<file path="config.mk">
export PLATFORM = sky130hd
export DESIGN_NAME = lpe_sequencer
export DESIGN_NICKNAME = d
export VERILOG_FILES = /design/src/sv/assert_macros.svh /design/src/sv/lpe_pkg.sv /design/src/sv/lpe_sequencer.sv
export SDC_FILE = /design/constraint.sdc
export NUM_CORES = 1
export LEC_CHECK = 0
export ABC_AREA = 1
export BUFFER_PORTS_ARGS = -buffer_cell sky130_fd_sc_hd__buf_2
export CAP_MARGIN = 20
export CORE_ASPECT_RATIO = 1.4
export CORE_UTILIZATION = 30
export DETAILED_ROUTE_END_ITERATION = 10
export PLACE_DENSITY = 0.6
export SYNTH_ARGS = -nofsm -noshare
export SYNTH_HDL_FRONTEND = slang
export SYNTH_SLANG_ARGS = --single-unit
export TNS_END_PERCENT = 50
</file>
<file path="constraint.sdc">
create_clock -name clock -period 1.8 [get_ports clock]
set_input_delay 0.18 -clock clock [delete_from_list [all_inputs] [get_ports clock]]
set_output_delay 0.18 -clock clock [all_outputs]
set_load 0.03 [all_outputs]
</file>
<file path="src/sv/assert_macros.svh">
// Assertion helpers for the RTL; laguerre_polynomial_eval includes them.
// Under synthesis every macro expands to nothing.
`ifndef ASSERT_MACROS_SVH
`define ASSERT_MACROS_SVH

`ifndef SYNTHESIS

// Same-cycle implication, sampled on the rising clock edge.
`define ASSERT_IMPLIES(label, clk, rst, ante, cons) \
   label: assert property (@(posedge clk) disable iff (rst) (ante) |-> (cons)) \
      else $error("same-cycle implication check failed");

// Next-cycle implication, sampled on the rising clock edge.
`define ASSERT_NEXT(label, clk, rst, ante, cons) \
   label: assert property (@(posedge clk) disable iff (rst) (ante) |=> (cons)) \
      else $error("next-cycle implication check failed");

`else

`define ASSERT_IMPLIES(label, clk, rst, ante, cons)
`define ASSERT_NEXT(label, clk, rst, ante, cons)

`endif

`endif

</file>
<file path="src/sv/lpe_pkg.sv">
`timescale 1ns / 1ps

package lpe_pkg;

   // Default configuration of the evaluator.
   localparam int MAX_DEGREE_DEF       = 31;
   localparam int X_FRAC_BITS_DEF      = 16;
   localparam int RESULT_FRAC_BITS_DEF = 24;

   // Fixed field widths.
   localparam int X_W   = 24;
   localparam int DEG_W = 5;
   localparam int ORD_W = 5;
   localparam int VAL_W = 64;

   // Half of a value word, the limb that the shared multiplier takes per step plus one extension bit.
   localparam int LIMB_W = 32;

   // Quotient bits produced per divider cycle.
   localparam int DIV_DIGITS = 8;

   localparam logic [VAL_W-1:0] VAL_MAX = {1'b0, {(VAL_W-1){1'b1}}};
   localparam logic [VAL_W-1:0] VAL_MIN = {1'b1, {(VAL_W-1){1'b0}}};

   // Input and result words.
   typedef struct packed {
      logic [X_W-1:0]   x_value;
      logic [DEG_W-1:0] degree;
      logic [ORD_W-1:0] order;
   } req_word_type;

   typedef struct packed {
      logic signed [VAL_W-1:0] poly_value;
      logic                    saturated;
   } rsp_word_type;

   // Microcode fields.
   typedef enum logic [2:0] {
      OP_NONE      = 3'd0,
      OP_LOAD      = 3'd1,
      OP_INIT      = 3'd2,
      OP_DIV_START = 3'd3,
      OP_WRITEBACK = 3'd4,
      OP_COEF      = 3'd5,
      OP_EMIT      = 3'd6
   } seq_op_type;

   typedef enum logic [2:0] {
      MUL_NONE   = 3'd0,
      MUL_LM1_LO = 3'd1,
      MUL_LM1_HI = 3'd2,
      MUL_LM2_LO = 3'd3,
      MUL_LM2_HI = 3'd4
   } mul_sel_type;

   typedef enum logic [2:0] {
      ACC_HOLD   = 3'd0,
      ACC_LOAD   = 3'd1,
      ACC_ADD_HI = 3'd2,
      ACC_SUB_LO = 3'd3,
      ACC_SUB_HI = 3'd4
   } acc_op_type;

   typedef enum logic [2:0] {
      JMP_NEVER       = 3'd0,
      JMP_ALWAYS      = 3'd1,
      JMP_NO_REQ      = 3'd2,
      JMP_DEGREE_ZERO = 3'd3,
      JMP_DIV_BUSY    = 3'd4,
      JMP_LAST_STEP   = 3'd5,
      JMP_RSP_FULL    = 3'd6
   } jump_cond_type;

   localparam int PC_W = 4;

   // Program addresses.
   localparam logic [PC_W-1:0] PC_WAIT      = 4'd0;
   localparam logic [PC_W-1:0] PC_INIT      = 4'd1;
   localparam logic [PC_W-1:0] PC_DIV_GO    = 4'd2;
   localparam logic [PC_W-1:0] PC_DIV_WAIT  = 4'd3;
   localparam logic [PC_W-1:0] PC_WRITEBACK = 4'd4;
   localparam logic [PC_W-1:0] PC_COEF      = 4'd5;
   localparam logic [PC_W-1:0] PC_MUL_A     = 4'd6;
   localparam logic [PC_W-1:0] PC_MUL_B     = 4'd7;
   localparam logic [PC_W-1:0] PC_MUL_C     = 4'd8;
   localparam logic [PC_W-1:0] PC_MUL_D     = 4'd9;
   localparam logic [PC_W-1:0] PC_ACC_LAST  = 4'd10;
   localparam logic [PC_W-1:0] PC_EMIT      = 4'd11;

   typedef struct packed {
      seq_op_type    op;
      mul_sel_type   mul_sel;
      acc_op_type    acc_op;
      jump_cond_type cond;
      logic [PC_W-1:0] target;
   } ctrl_word_type;

   // Status the datapath reports back for conditional jumps.
   typedef struct packed {
      logic no_req;
      logic degree_zero;
      logic div_busy;
      logic last_step;
      logic rsp_full;
   } cond_flags_type;

   // Control store. Each multiply step's product is registered and used by the accumulator in the step that follows.
   function automatic ctrl_word_type ucode_rom(input logic [PC_W-1:0] pc);
      ctrl_word_type w;
      w = '{op: OP_NONE, mul_sel: MUL_NONE, acc_op: ACC_HOLD,
            cond: JMP_NEVER, target: PC_WAIT};
      unique case (pc)
         PC_WAIT: begin
            w.op     = OP_LOAD;
            w.cond   = JMP_NO_REQ;
            w.target = PC_WAIT;
         end
         PC_INIT: begin
            w.op     = OP_INIT;
            w.cond   = JMP_DEGREE_ZERO;
            w.target = PC_EMIT;
         end
         PC_DIV_GO: begin
            w.op = OP_DIV_START;
         end
         PC_DIV_WAIT: begin
            w.cond   = JMP_DIV_BUSY;
            w.target = PC_DIV_WAIT;
         end
         PC_WRITEBACK: begin
            w.op     = OP_WRITEBACK;
            w.cond   = JMP_LAST_STEP;
            w.target = PC_EMIT;
         end
         PC_COEF: begin
            w.op = OP_COEF;
         end
         PC_MUL_A: begin
            w.mul_sel = MUL_LM1_LO;
         end
         PC_MUL_B: begin
            w.mul_sel = MUL_LM1_HI;
            w.acc_op  = ACC_LOAD;
         end
         PC_MUL_C: begin
            w.mul_sel = MUL_LM2_LO;
            w.acc_op  = ACC_ADD_HI;
         end
         PC_MUL_D: begin
            w.mul_sel = MUL_LM2_HI;
            w.acc_op  = ACC_SUB_LO;
         end
         PC_ACC_LAST: begin
            w.acc_op = ACC_SUB_HI;
            w.cond   = JMP_ALWAYS;
            w.target = PC_DIV_GO;
         end
         PC_EMIT: begin
            w.op     = OP_EMIT;
            w.cond   = JMP_RSP_FULL;
            w.target = PC_EMIT;
         end
         default: begin
            w.cond   = JMP_ALWAYS;
            w.target = PC_WAIT;
         end
      endcase
      return w;
   endfunction

endpackage

</file>
<file path="src/sv/lpe_sequencer.sv">
`timescale 1ns / 1ps

module lpe_sequencer (
   input  logic                    clock,
   input  logic                    reset,
   input  lpe_pkg::cond_flags_type flags,
   output lpe_pkg::ctrl_word_type  ctrl
);
   import lpe_pkg::*;

   logic [PC_W-1:0] pc_ff, pc_in;
   ctrl_word_type   word_w;
   logic            taken_w;

   // Fetch the control word of the current step.
   assign word_w = ucode_rom(pc_ff);

   // Evaluate the jump condition.
   always_comb begin
      case (word_w.cond)
         JMP_NEVER:       taken_w = 1'b0;
         JMP_ALWAYS:      taken_w = 1'b1;
         JMP_NO_REQ:      taken_w = flags.no_req;
         JMP_DEGREE_ZERO: taken_w = flags.degree_zero;
         JMP_DIV_BUSY:    taken_w = flags.div_busy;
         JMP_LAST_STEP:   taken_w = flags.last_step;
         JMP_RSP_FULL:    taken_w = flags.rsp_full;
         default:         taken_w = 1'b0;
      endcase
      pc_in = taken_w ? word_w.target : (pc_ff + PC_W'(1));
   end

   always_ff @(posedge clock) begin
      if (reset) begin
         pc_ff <= PC_WAIT;
      end else begin
         pc_ff <= pc_in;
      end
   end

   assign ctrl = word_w;

endmodule
</file>
Yosys cells after proc, flatten, opt, wreduce, memory -nomap -nowiden

Index checks and enable logic that the tools add are counted.
Widths: inputs -> output; s select.

Eq/ne operators: 17
Reductions and logical operators: 2
Multiplexer cells: 6
$add $sub $neg: 1

Operator list:

| operator            | number |
|---|---|
| $pmux 7 s7          | 1 |
| $pmux 3 s4          | 2 |
| $pmux 3 s6          | 1 |
| $eq 4x3->1 const B  | 4 |
| $eq 4x4->1 const B  | 4 |
| $eq 3x3->1 const B  | 3 |
| $eq 4x2->1 const B  | 2 |
| $eq 3x2->1 const B  | 2 |
| $pmux 1 s6          | 1 |
| $reduce_or 6->1     | 1 |
| $add 4x1->4 const B | 1 |
| $eq 4x1->1 const B  | 1 |
| $logic_not 4->1     | 1 |
| $mux 4              | 1 |
| $eq 3x1->1 const B  | 1 |

Output and inout port bits: 16
Flip-flop bits (word level): 4
Logic and storage cells: 27
Bits of input ports: 7

Logic depth before layout (Yosys ltp)

Gate-level depths: netlist of the first run.

Depth in word-level cells: 6
Depth in mapped cells: 11
Gate-level depth less buffers: 11

Worst setup path before layout of the first run

No wires, ideal clock.

Path type: register -> register
Start point: register pc_ff[0]
End point: register pc_ff[1]
Arrival time: 1.646 ns
Setup time: 0.115 ns
Path buffers: 0
Path slack: 0.039 ns
Stages on the path, launching flop included: 12
Required time: 1.685 ns
Period minus slack after synthesis: 1.761 ns
Path through: dfxtp_1 > inv_1 > ha_1 > inv_1 > a21oi_2 > nor2_4 > nand3_4 > nand2_4 > nand2_4 > nand3_1 > nand2_1 > nor2_1

RTL lines:

| item                   | line                | text |
|---|---|---|
| from (decl)            | lpe_sequencer.sv:11 | `logic [PC_W-1:0] pc_ff, pc_in;` |
| from (signal assigned) | lpe_sequencer.sv:37 | `pc_ff <= pc_in;` |

==> results of run 1 <==
==> how the worst max path moves through the flow <==
stage | from | end | slack, ns | cells past startpoint
2_1_floorplan | pc_ff[0] | pc_ff[1] | 0.04 | 11
3_3_place_gp | pc_ff[0] | pc_ff[1] | 0.12 | 9
3_5_place_dp | pc_ff[0] | pc_ff[1] | 0.09 | 9
4_1_cts | pc_ff[0] | ctrl[4] | 0.005 | 8
5_1_grt | pc_ff[0] | ctrl[1] | 0.0001 | 8
6_report | pc_ff[0] | ctrl[4] | 0.08 | 7
==> area by class of cell <==
| class | instances | area (µm²) | area share, % |
|---|---|---|---|
| well taps | 20 | 25.0 | 3.09 |
| repair buffers | 23 | 126 | 15.6 |
| flip-flops and latches | 4 | 86.3 | 10.7 |
| multi-input cells | 67 | 485 | 60.0 |
| inverters | 17 | 63.8 | 7.88 |
| clock buffers | 3 | 22.5 | 2.78 |
==> worst max-delay path: cells and delay by family, from the launching register on <==
family	cells	cell delay, ns
fa+ha+maj	1	0.28
buf+inv	1	0.13
flops	1	0.35
simple gates	5	0.54
==> logic make-up (layout without fill, tap and decap cells) <==
kind of cell / Yosys count / after routing
fa+ha+maj: 4 / 4
simple gates: 51 / 51
xor+xnor: 2 / 2
compound gates: 9 / 9
other cells: 1 / 1
flops: 4 / 4
buf+inv: 19 / 43
==> stage by stage <==
stage | instances | total power (µW) | hold WS, ns
global placement | 130 | 1520 | 0.464
CTS | 134 | 1740 | 0.213
floorplan | 90 | 1250 | 0.360
detailed placement | 130 | 1530 | 0.468
finish | 134 | 1820 | 0.206
global route | 134 | 1990 | 0.220
==> power by group through the flow <==
stage                     combinational (µW)  sequential, µW  clock [µW]
after floorplan                         1100             150           0
after global placement                  1360             159           0
after detailed placement                1370             160           0
after CTS                               1460             164         118
after global routing                    1670             190         127
final                                   1520             181         113
==> repair_timing <==
action	in CTS	in global routing
gates resized for setup	8	13
endpoints found under the setup margin	1	6
setup buffers	1	0
pin swaps	1	2
gates cloned	0	0
==> cell usage in the layout (no fill, tap or decap) <==
| master | n |
|---|---|
| buf_2 | 20 |
| nand2_1 | 15 |
| inv_1 | 12 |
| nand3_1 | 11 |
| inv_2 | 5 |
| nor2_1 | 5 |
| a21oi_1 | 5 |
| nand3_2 | 4 |
| nand2_4 | 3 |
| nand2_2 | 3 |
| nor2_4 | 3 |
| clkbuf_4 | 3 |
| nand3_4 | 2 |
| nor2_2 | 2 |
| a21oi_2 | 2 |
| xor2_1 | 2 |
| ha_4 | 2 |
| dfxtp_2 | 2 |
| buf_4 | 2 |
| o21ai_0 | 1 |
| nor3_2 | 1 |
| o21ai_1 | 1 |
| nand3b_1 | 1 |
| nand4_2 | 1 |
| ha_2 | 1 |
| ha_1 | 1 |
| conb_1 | 1 |
| buf_6 | 1 |
| dfxtp_4 | 1 |
| dfxtp_1 | 1 |
==> routing by layer <==
metal / vias to the layer above / track usage (%) / part of all wire (%)
met2: 15 / 25.8 / 55
met3: 2 / 2.48 / 2.6
met1: 269 / 15.2 / 42
li1: 332 / - / -
met5: - / 0 / 0
met4: 0 / 8.62 / 1.0
==> run metrics, run 1 <==
FP Rows 18; main combinational cell family by area after synthesis simple AND/OR/NAND/NOR gates; hold path endpoint pc_ff[3]; Remaining Overflow, GRT 0; startpoint types register; Critical Path RT 1.62 ns; final WL between 1000 and 1500 µm; Area contributors post-synth dfxtp_1, nand3_1, nand2_1; Arr. time, crit path ~1.5 ns; CP Capture Type output port; Pwr Density 2240 nW/µm²; switching share of total power between 50 and 60%; Worst-Skew Late Latency 0.24 ns; CP cell instances ha_1 -> nand2_1 -> nand2_4 -> nor2_4 -> nand3_4 -> nand2_4 -> buf_6; hold wc startpoint reset; # nets final approximately 130; drt drc 0; vias in the first global route between 500 and 600; final setup violation count 0; CTS H-tree lvls 1; max frequency around 580 MHz; Post-Route Skew 0.00257 ns; DP Wirelength 1110 µm; initial core utilization 32.3%; P_leak around 0.00046 µW; Seq pwr share 10.0%; RSZ-0062 raised after global routing no; Tcrit/Tclk final a little over nine tenths; Max-Cap Viols 0; via count 618; Die X 39.2 µm; IO buf count 21; final setup TNS 0 ns; critical path peak fanout 5; FF-to-FF End pc_ff[1]; slowest cell on the critical path dfxtp_4; leading area contributor after synthesis dfxtp_1; synthesized cell area 582 µm²; crit path kind register to output port; Logic pwr share 83.8%; hold path depth 4; CTS buffer count 3; Final Slew Violations 0; mux contribution to synthesized area 0%; Clk pwr share 6.2%; DRT Pass-1 Iters 4; Top Registers pc_ff: 4 flops; Post-synth EDFFs 0; # fillers 200; antenna-violating nets left 0; die area 2120 µm²; final worst slack 0.0799 ns; post-synthesis instance total 90; Core ar. about 1800 µm²; P_sw 1090 µW; most frequent cell after synthesis nand2_1; Die Y 54.1 µm; ant diodes 0; # hold bufs at CTS 0; initial drt markers 5; minimum clock period approximately 1.7 ns; status finished, final reports clean; Avg Cell Area, Syn 6.46 µm²; Hold WC Path Type input pin to register; Synth Area in Simple Gates 51.4%; first-pass GRT wire length 2080 µm; Largest register FFs 4; CTS tree yes; R2R Path Start pc_ff[0]; synth warn 0; pre-CTS setup slack 0.0941 ns; Most flops, register pc_ff; fraction of layout cells with a size suffix above 1 50.9%; clock-pin slew on the worst setup and hold paths around 0.04 ns; adder-cell area share of the yosys netlist 8.60%; async set or reset register ratio after synthesis 0%; most frequent CP cell nand2_4; CTS Sinks 4; Via-to-Cell Ratio 4.61; gpl congestion 0.738; cell depth of the worst flop-to-flop path 8; initial antenna violation count 0; Mapped Nets 101; num ports 23; post-synthesis xor/xnor area fraction under 10%; Yosys top cell area share 13.8%; DP Area 704 µm²; Max Root-Sink Buffers 2; fin area between 800 and 900 µm²; Area Growth Syn to Fin 39.1%; root buffer cell clkbuf_4; top cells by count, synth nand2_1, nand3_1, inv_1, a21oi_1, nor2_1; delay of the slowest cell on the worst path 0.35 ns; peak supply drop approximately 1000 µV; largest net degree at the start of global routing 8; Synth Area in Compound Gates 9.03%; Util after Layout between 40% and 50%; WL/cell 10.2 µm; reg2reg setup slack approximately 0.20 ns; Yosys cell types 22; Synth Flop Type dfxtp_1; FF+latch count, synth 4; all-layer global routing usage between 10% and 20%; sequential area share after synthesis 13.8%; Internal 729 µW; Final Hold Vio Count 0
No activity file was read; power rests on OpenSTA's default activity.
==> inputs of run 2 (changes only) <==
- ABC_AREA: 1 -> unset
==> run 2 against run 1 <==
Net effect: the flow now finishes with violations (negative setup slack); clock-buffer cell count stayed put; critical path depth is the same; synthesized cell count is 12% lower.
==> run metrics, run 2 <==
status complete, but fails checks; failing checks negative setup slack; Worst-Skew Late Latency 0.23 ns (about the same); Area contributors post-synth dfxtp_1, ha_1, nand2_1; CTS H-tree lvls 1 (unchanged); Area Growth Syn to Fin 69.3%; Seq pwr share 10.0% (about the same); RSZ-0062 raised after global routing yes; fin cells 137 (+2.2%); Most flops, register pc_ff; synth warn 0 (unchanged); switching share of total power 50.6% (-9.2 points); Critical Path RT 1.95 ns (+0.33 ns); post-synthesis instance total 79 (-12%); Post-synth EDFFs 0 (unchanged); Die X 39.0 µm (-0.51%); antenna-violating nets left 0 (unchanged); die area 2100 µm² (-1.0%); gpl congestion 0.854 (+16%); CTS buffer count 3 (unchanged); most frequent cell after synthesis nand2_1; synthesized cell area 576 µm² (-1.1%); Mapped Nets 90 (-11%); FF-to-FF End pc_ff[1]; final worst slack -0.0857 ns (-0.166 ns); final WL 1750 µm (+28%); P_sw 1000 µW (-7.5%); num ports 23 (unchanged); Final Slew Violations 0 (unchanged); sequential area share after synthesis 13.9% (+0.15 points); Core ar. 1780 µm² (-1.2%); # fillers 191 (-4.5%); Via-to-Cell Ratio 5.13 (+11%); Tcrit/Tclk final 105% (+9.2 points); Post-Route Skew 0.00157 ns (-0.00100 ns); WL/cell 12.7 µm (+25%); Top Registers pc_ff: 4 flops; largest net degree at the start of global routing 10 (+2); CTS tree yes; critical path peak fanout 5 (unchanged); hold path endpoint pc_ff[2]; FP Rows 18 (unchanged); Hold WC Path Type input pin to register; Tot Pwr 1980 µW (+9.3%); final setup TNS -0.305 ns (-0.305 ns); Yosys cell types 38 (+73%); Worst path top cell family by delay compound AO/OA/AOI/OAI gates; final setup violation count 5 (+5); R2R Path Start pc_ff[1]; cell depth of the worst flop-to-flop path 7 (-1); hold wc startpoint reset; delay of the slowest cell on the worst path 0.44 ns (+0.09 ns); first-pass GRT wire length 2730 µm (+31%); Clk pwr share 5.5% (-0.7 points); crit path kind register to register; slowest cell on the critical path o41a_1; CP cell instances inv_4 -> ha_4 -> o41a_1 -> o311ai_4 -> mux2i_2 -> buf_4 -> mux2i_2; hold path depth 2 (-2); Logic pwr share 84.5% (+0.7 points); clock-pin slew on the worst setup and hold paths 0.03 ns (about the same); IO buf count 21 (unchanged); Yosys top cell area share 13.9% (+0.15 points); Final Hold Vio Count 0 (unchanged); Max-Cap Viols 0 (unchanged); initial core utilization 32.3% (+0.057 points); most common cell after layout, fill and taps aside buf_4; peak supply drop 1000 µV (about the same); WP buf/inv 2 (+1); DP Wirelength 1310 µm (+18%); pre-CTS setup slack -0.113 ns (-0.207 ns); leading area contributor after synthesis dfxtp_1; Arr. time, crit path 2.04 ns (+0.50 ns); Remaining Overflow, GRT 0 (unchanged); most frequent CP cell mux2i_2; drt drc 0 (unchanged); CTS Sinks 4 (unchanged); reg2reg setup slack -0.09 ns (-0.29 ns); Die Y 53.8 µm (-0.52%); root buffer cell clkbuf_4; Avg Cell Area, Syn 7.29 µm² (+13%); Placed Cells incl. Taps 132 (+1.5%); DRT Pass-1 Iters 4 (unchanged); final hold slack 0.153 ns (-0.0522 ns); all-layer global routing usage 18.7% (+4.2 points); Internal 980 µW (+34%); # nets final 130 (+2.4%); Max Root-Sink Buffers 2 (unchanged); Largest register FFs 4 (unchanged); Synth Flop Type dfxtp_1; commonest cells after routing, fill and taps aside buf_4, buf_2, nand2_1; ant diodes 0 (unchanged); Pwr Density 2040 nW/µm² (-9.2%); vias in the first global route 630 (+23%); initial antenna violation count 0 (unchanged); minimum clock period 1.89 ns (+0.166 ns); # hold bufs at CTS 0 (unchanged); via count 703 (+14%); initial drt markers 7 (+2); FF+latch count, synth 4 (unchanged); CP Capture Type register; fraction of layout cells with a size suffix above 1 59.0% (+8.1 points); max frequency 530 MHz (-8.8%); P_leak 0.000486 µW (+5.8%); top cells by count, synth nand2_1, inv_1, nor3_1; async set or reset register ratio after synthesis 0% (unchanged); startpoint types register
==> run 2: cell count changes in the layout (fill, tap and decap cells not counted), moves of 5 or more <==
| cell | previous run | this run |
|---|---|---|
| buf_4 | 2 | 21 |
| nand2_1 | 15 | 10 |
| nand3_1 | 11 | 1 |
| inv_1 | 12 | 4 |
==> run 2: metal layers <==
| layer | up-vias | wire length [µm] | global-route usage (%) | part of all wire (%) |
|---|---|---|---|---|
| li1 | 348 | - | - | - |
| met3 | 6 | 87 | 2.48 | 5.0 |
| met4 | 0 | 44 | 10.3 | 2.5 |
| met1 | 322 | 706 | 21.6 | 40 |
| met2 | 27 | 908 | 31.9 | 52 |
| met5 | - | 0 | 0 | 0 |
==> run 2: final cells by class <==
cell class	instances	area (µm²)	area share [%]
Tap cell	20	25.0	2.57
Timing Repair Buffer	41	270	27.7
Multi-Input combinational cell	62	534	54.8
Sequential cell	4	91.3	9.37
Clock buffer	3	22.5	2.31
Inverter	7	31.3	3.21
==> run 2: logic make-up (layout without fill, tap and decap cells) <==
family	Yosys count	after routing	share of synthesized area, %
AND/OR/NAND/NOR	32	32	28.0
other	1	1	0.652
adder cells (fa/ha/maj)	4	4	8.70
buffers and inverters	13	51	11.7
flip-flops	4	4	13.9
XOR/XNOR	2	2	3.04
AO/OA/AOI/OAI	18	18	23.5
multiplexers	5	5	10.4
==> run 2: power by group through the flow <==
| stage | clock network [µW] | logic (µW) | registers [µW] |
|---|---|---|---|
| 2_1_floorplan | 0 | 1020 | 158 |
| 3_3_place_gp | 0 | 1450 | 166 |
| 3_5_place_dp | 0 | 1450 | 168 |
| 6_report | 109 | 1680 | 198 |
| 4_1_cts | 113 | 1580 | 191 |
| 5_1_grt | 118 | 1800 | 207 |
==> run 2: worst max path at each step <==
stage                  start       end  slack, ns  depth (start not counted)
finish              pc_ff[1]  pc_ff[1]      -0.09                          7
global route        pc_ff[1]  pc_ff[1]      -0.18                          7
global placement    pc_ff[0]  pc_ff[0]      -0.07                          6
detailed placement  pc_ff[0]  pc_ff[3]      -0.11                          6
CTS                 pc_ff[1]  pc_ff[3]      -0.06                          6
floorplan           pc_ff[1]  pc_ff[3]      -0.22                          7
==> run 2: repair_timing <==
action | in CTS | in global routing
resized for setup | 19 | 10
setup endpoints to repair | 10 | 13
setup buffers | 1 | 1
pin swaps | 4 | 7
==> run 2: through the flow <==
stage | area (µm²) | utilization, %
6_report | 975 | 54.8
5_1_grt | 975 | 54.8
4_1_cts | 932 | 52.4
3_5_place_dp | 830 | 46.6
3_3_place_gp | 830 | 46.6
2_1_floorplan | 614 | -
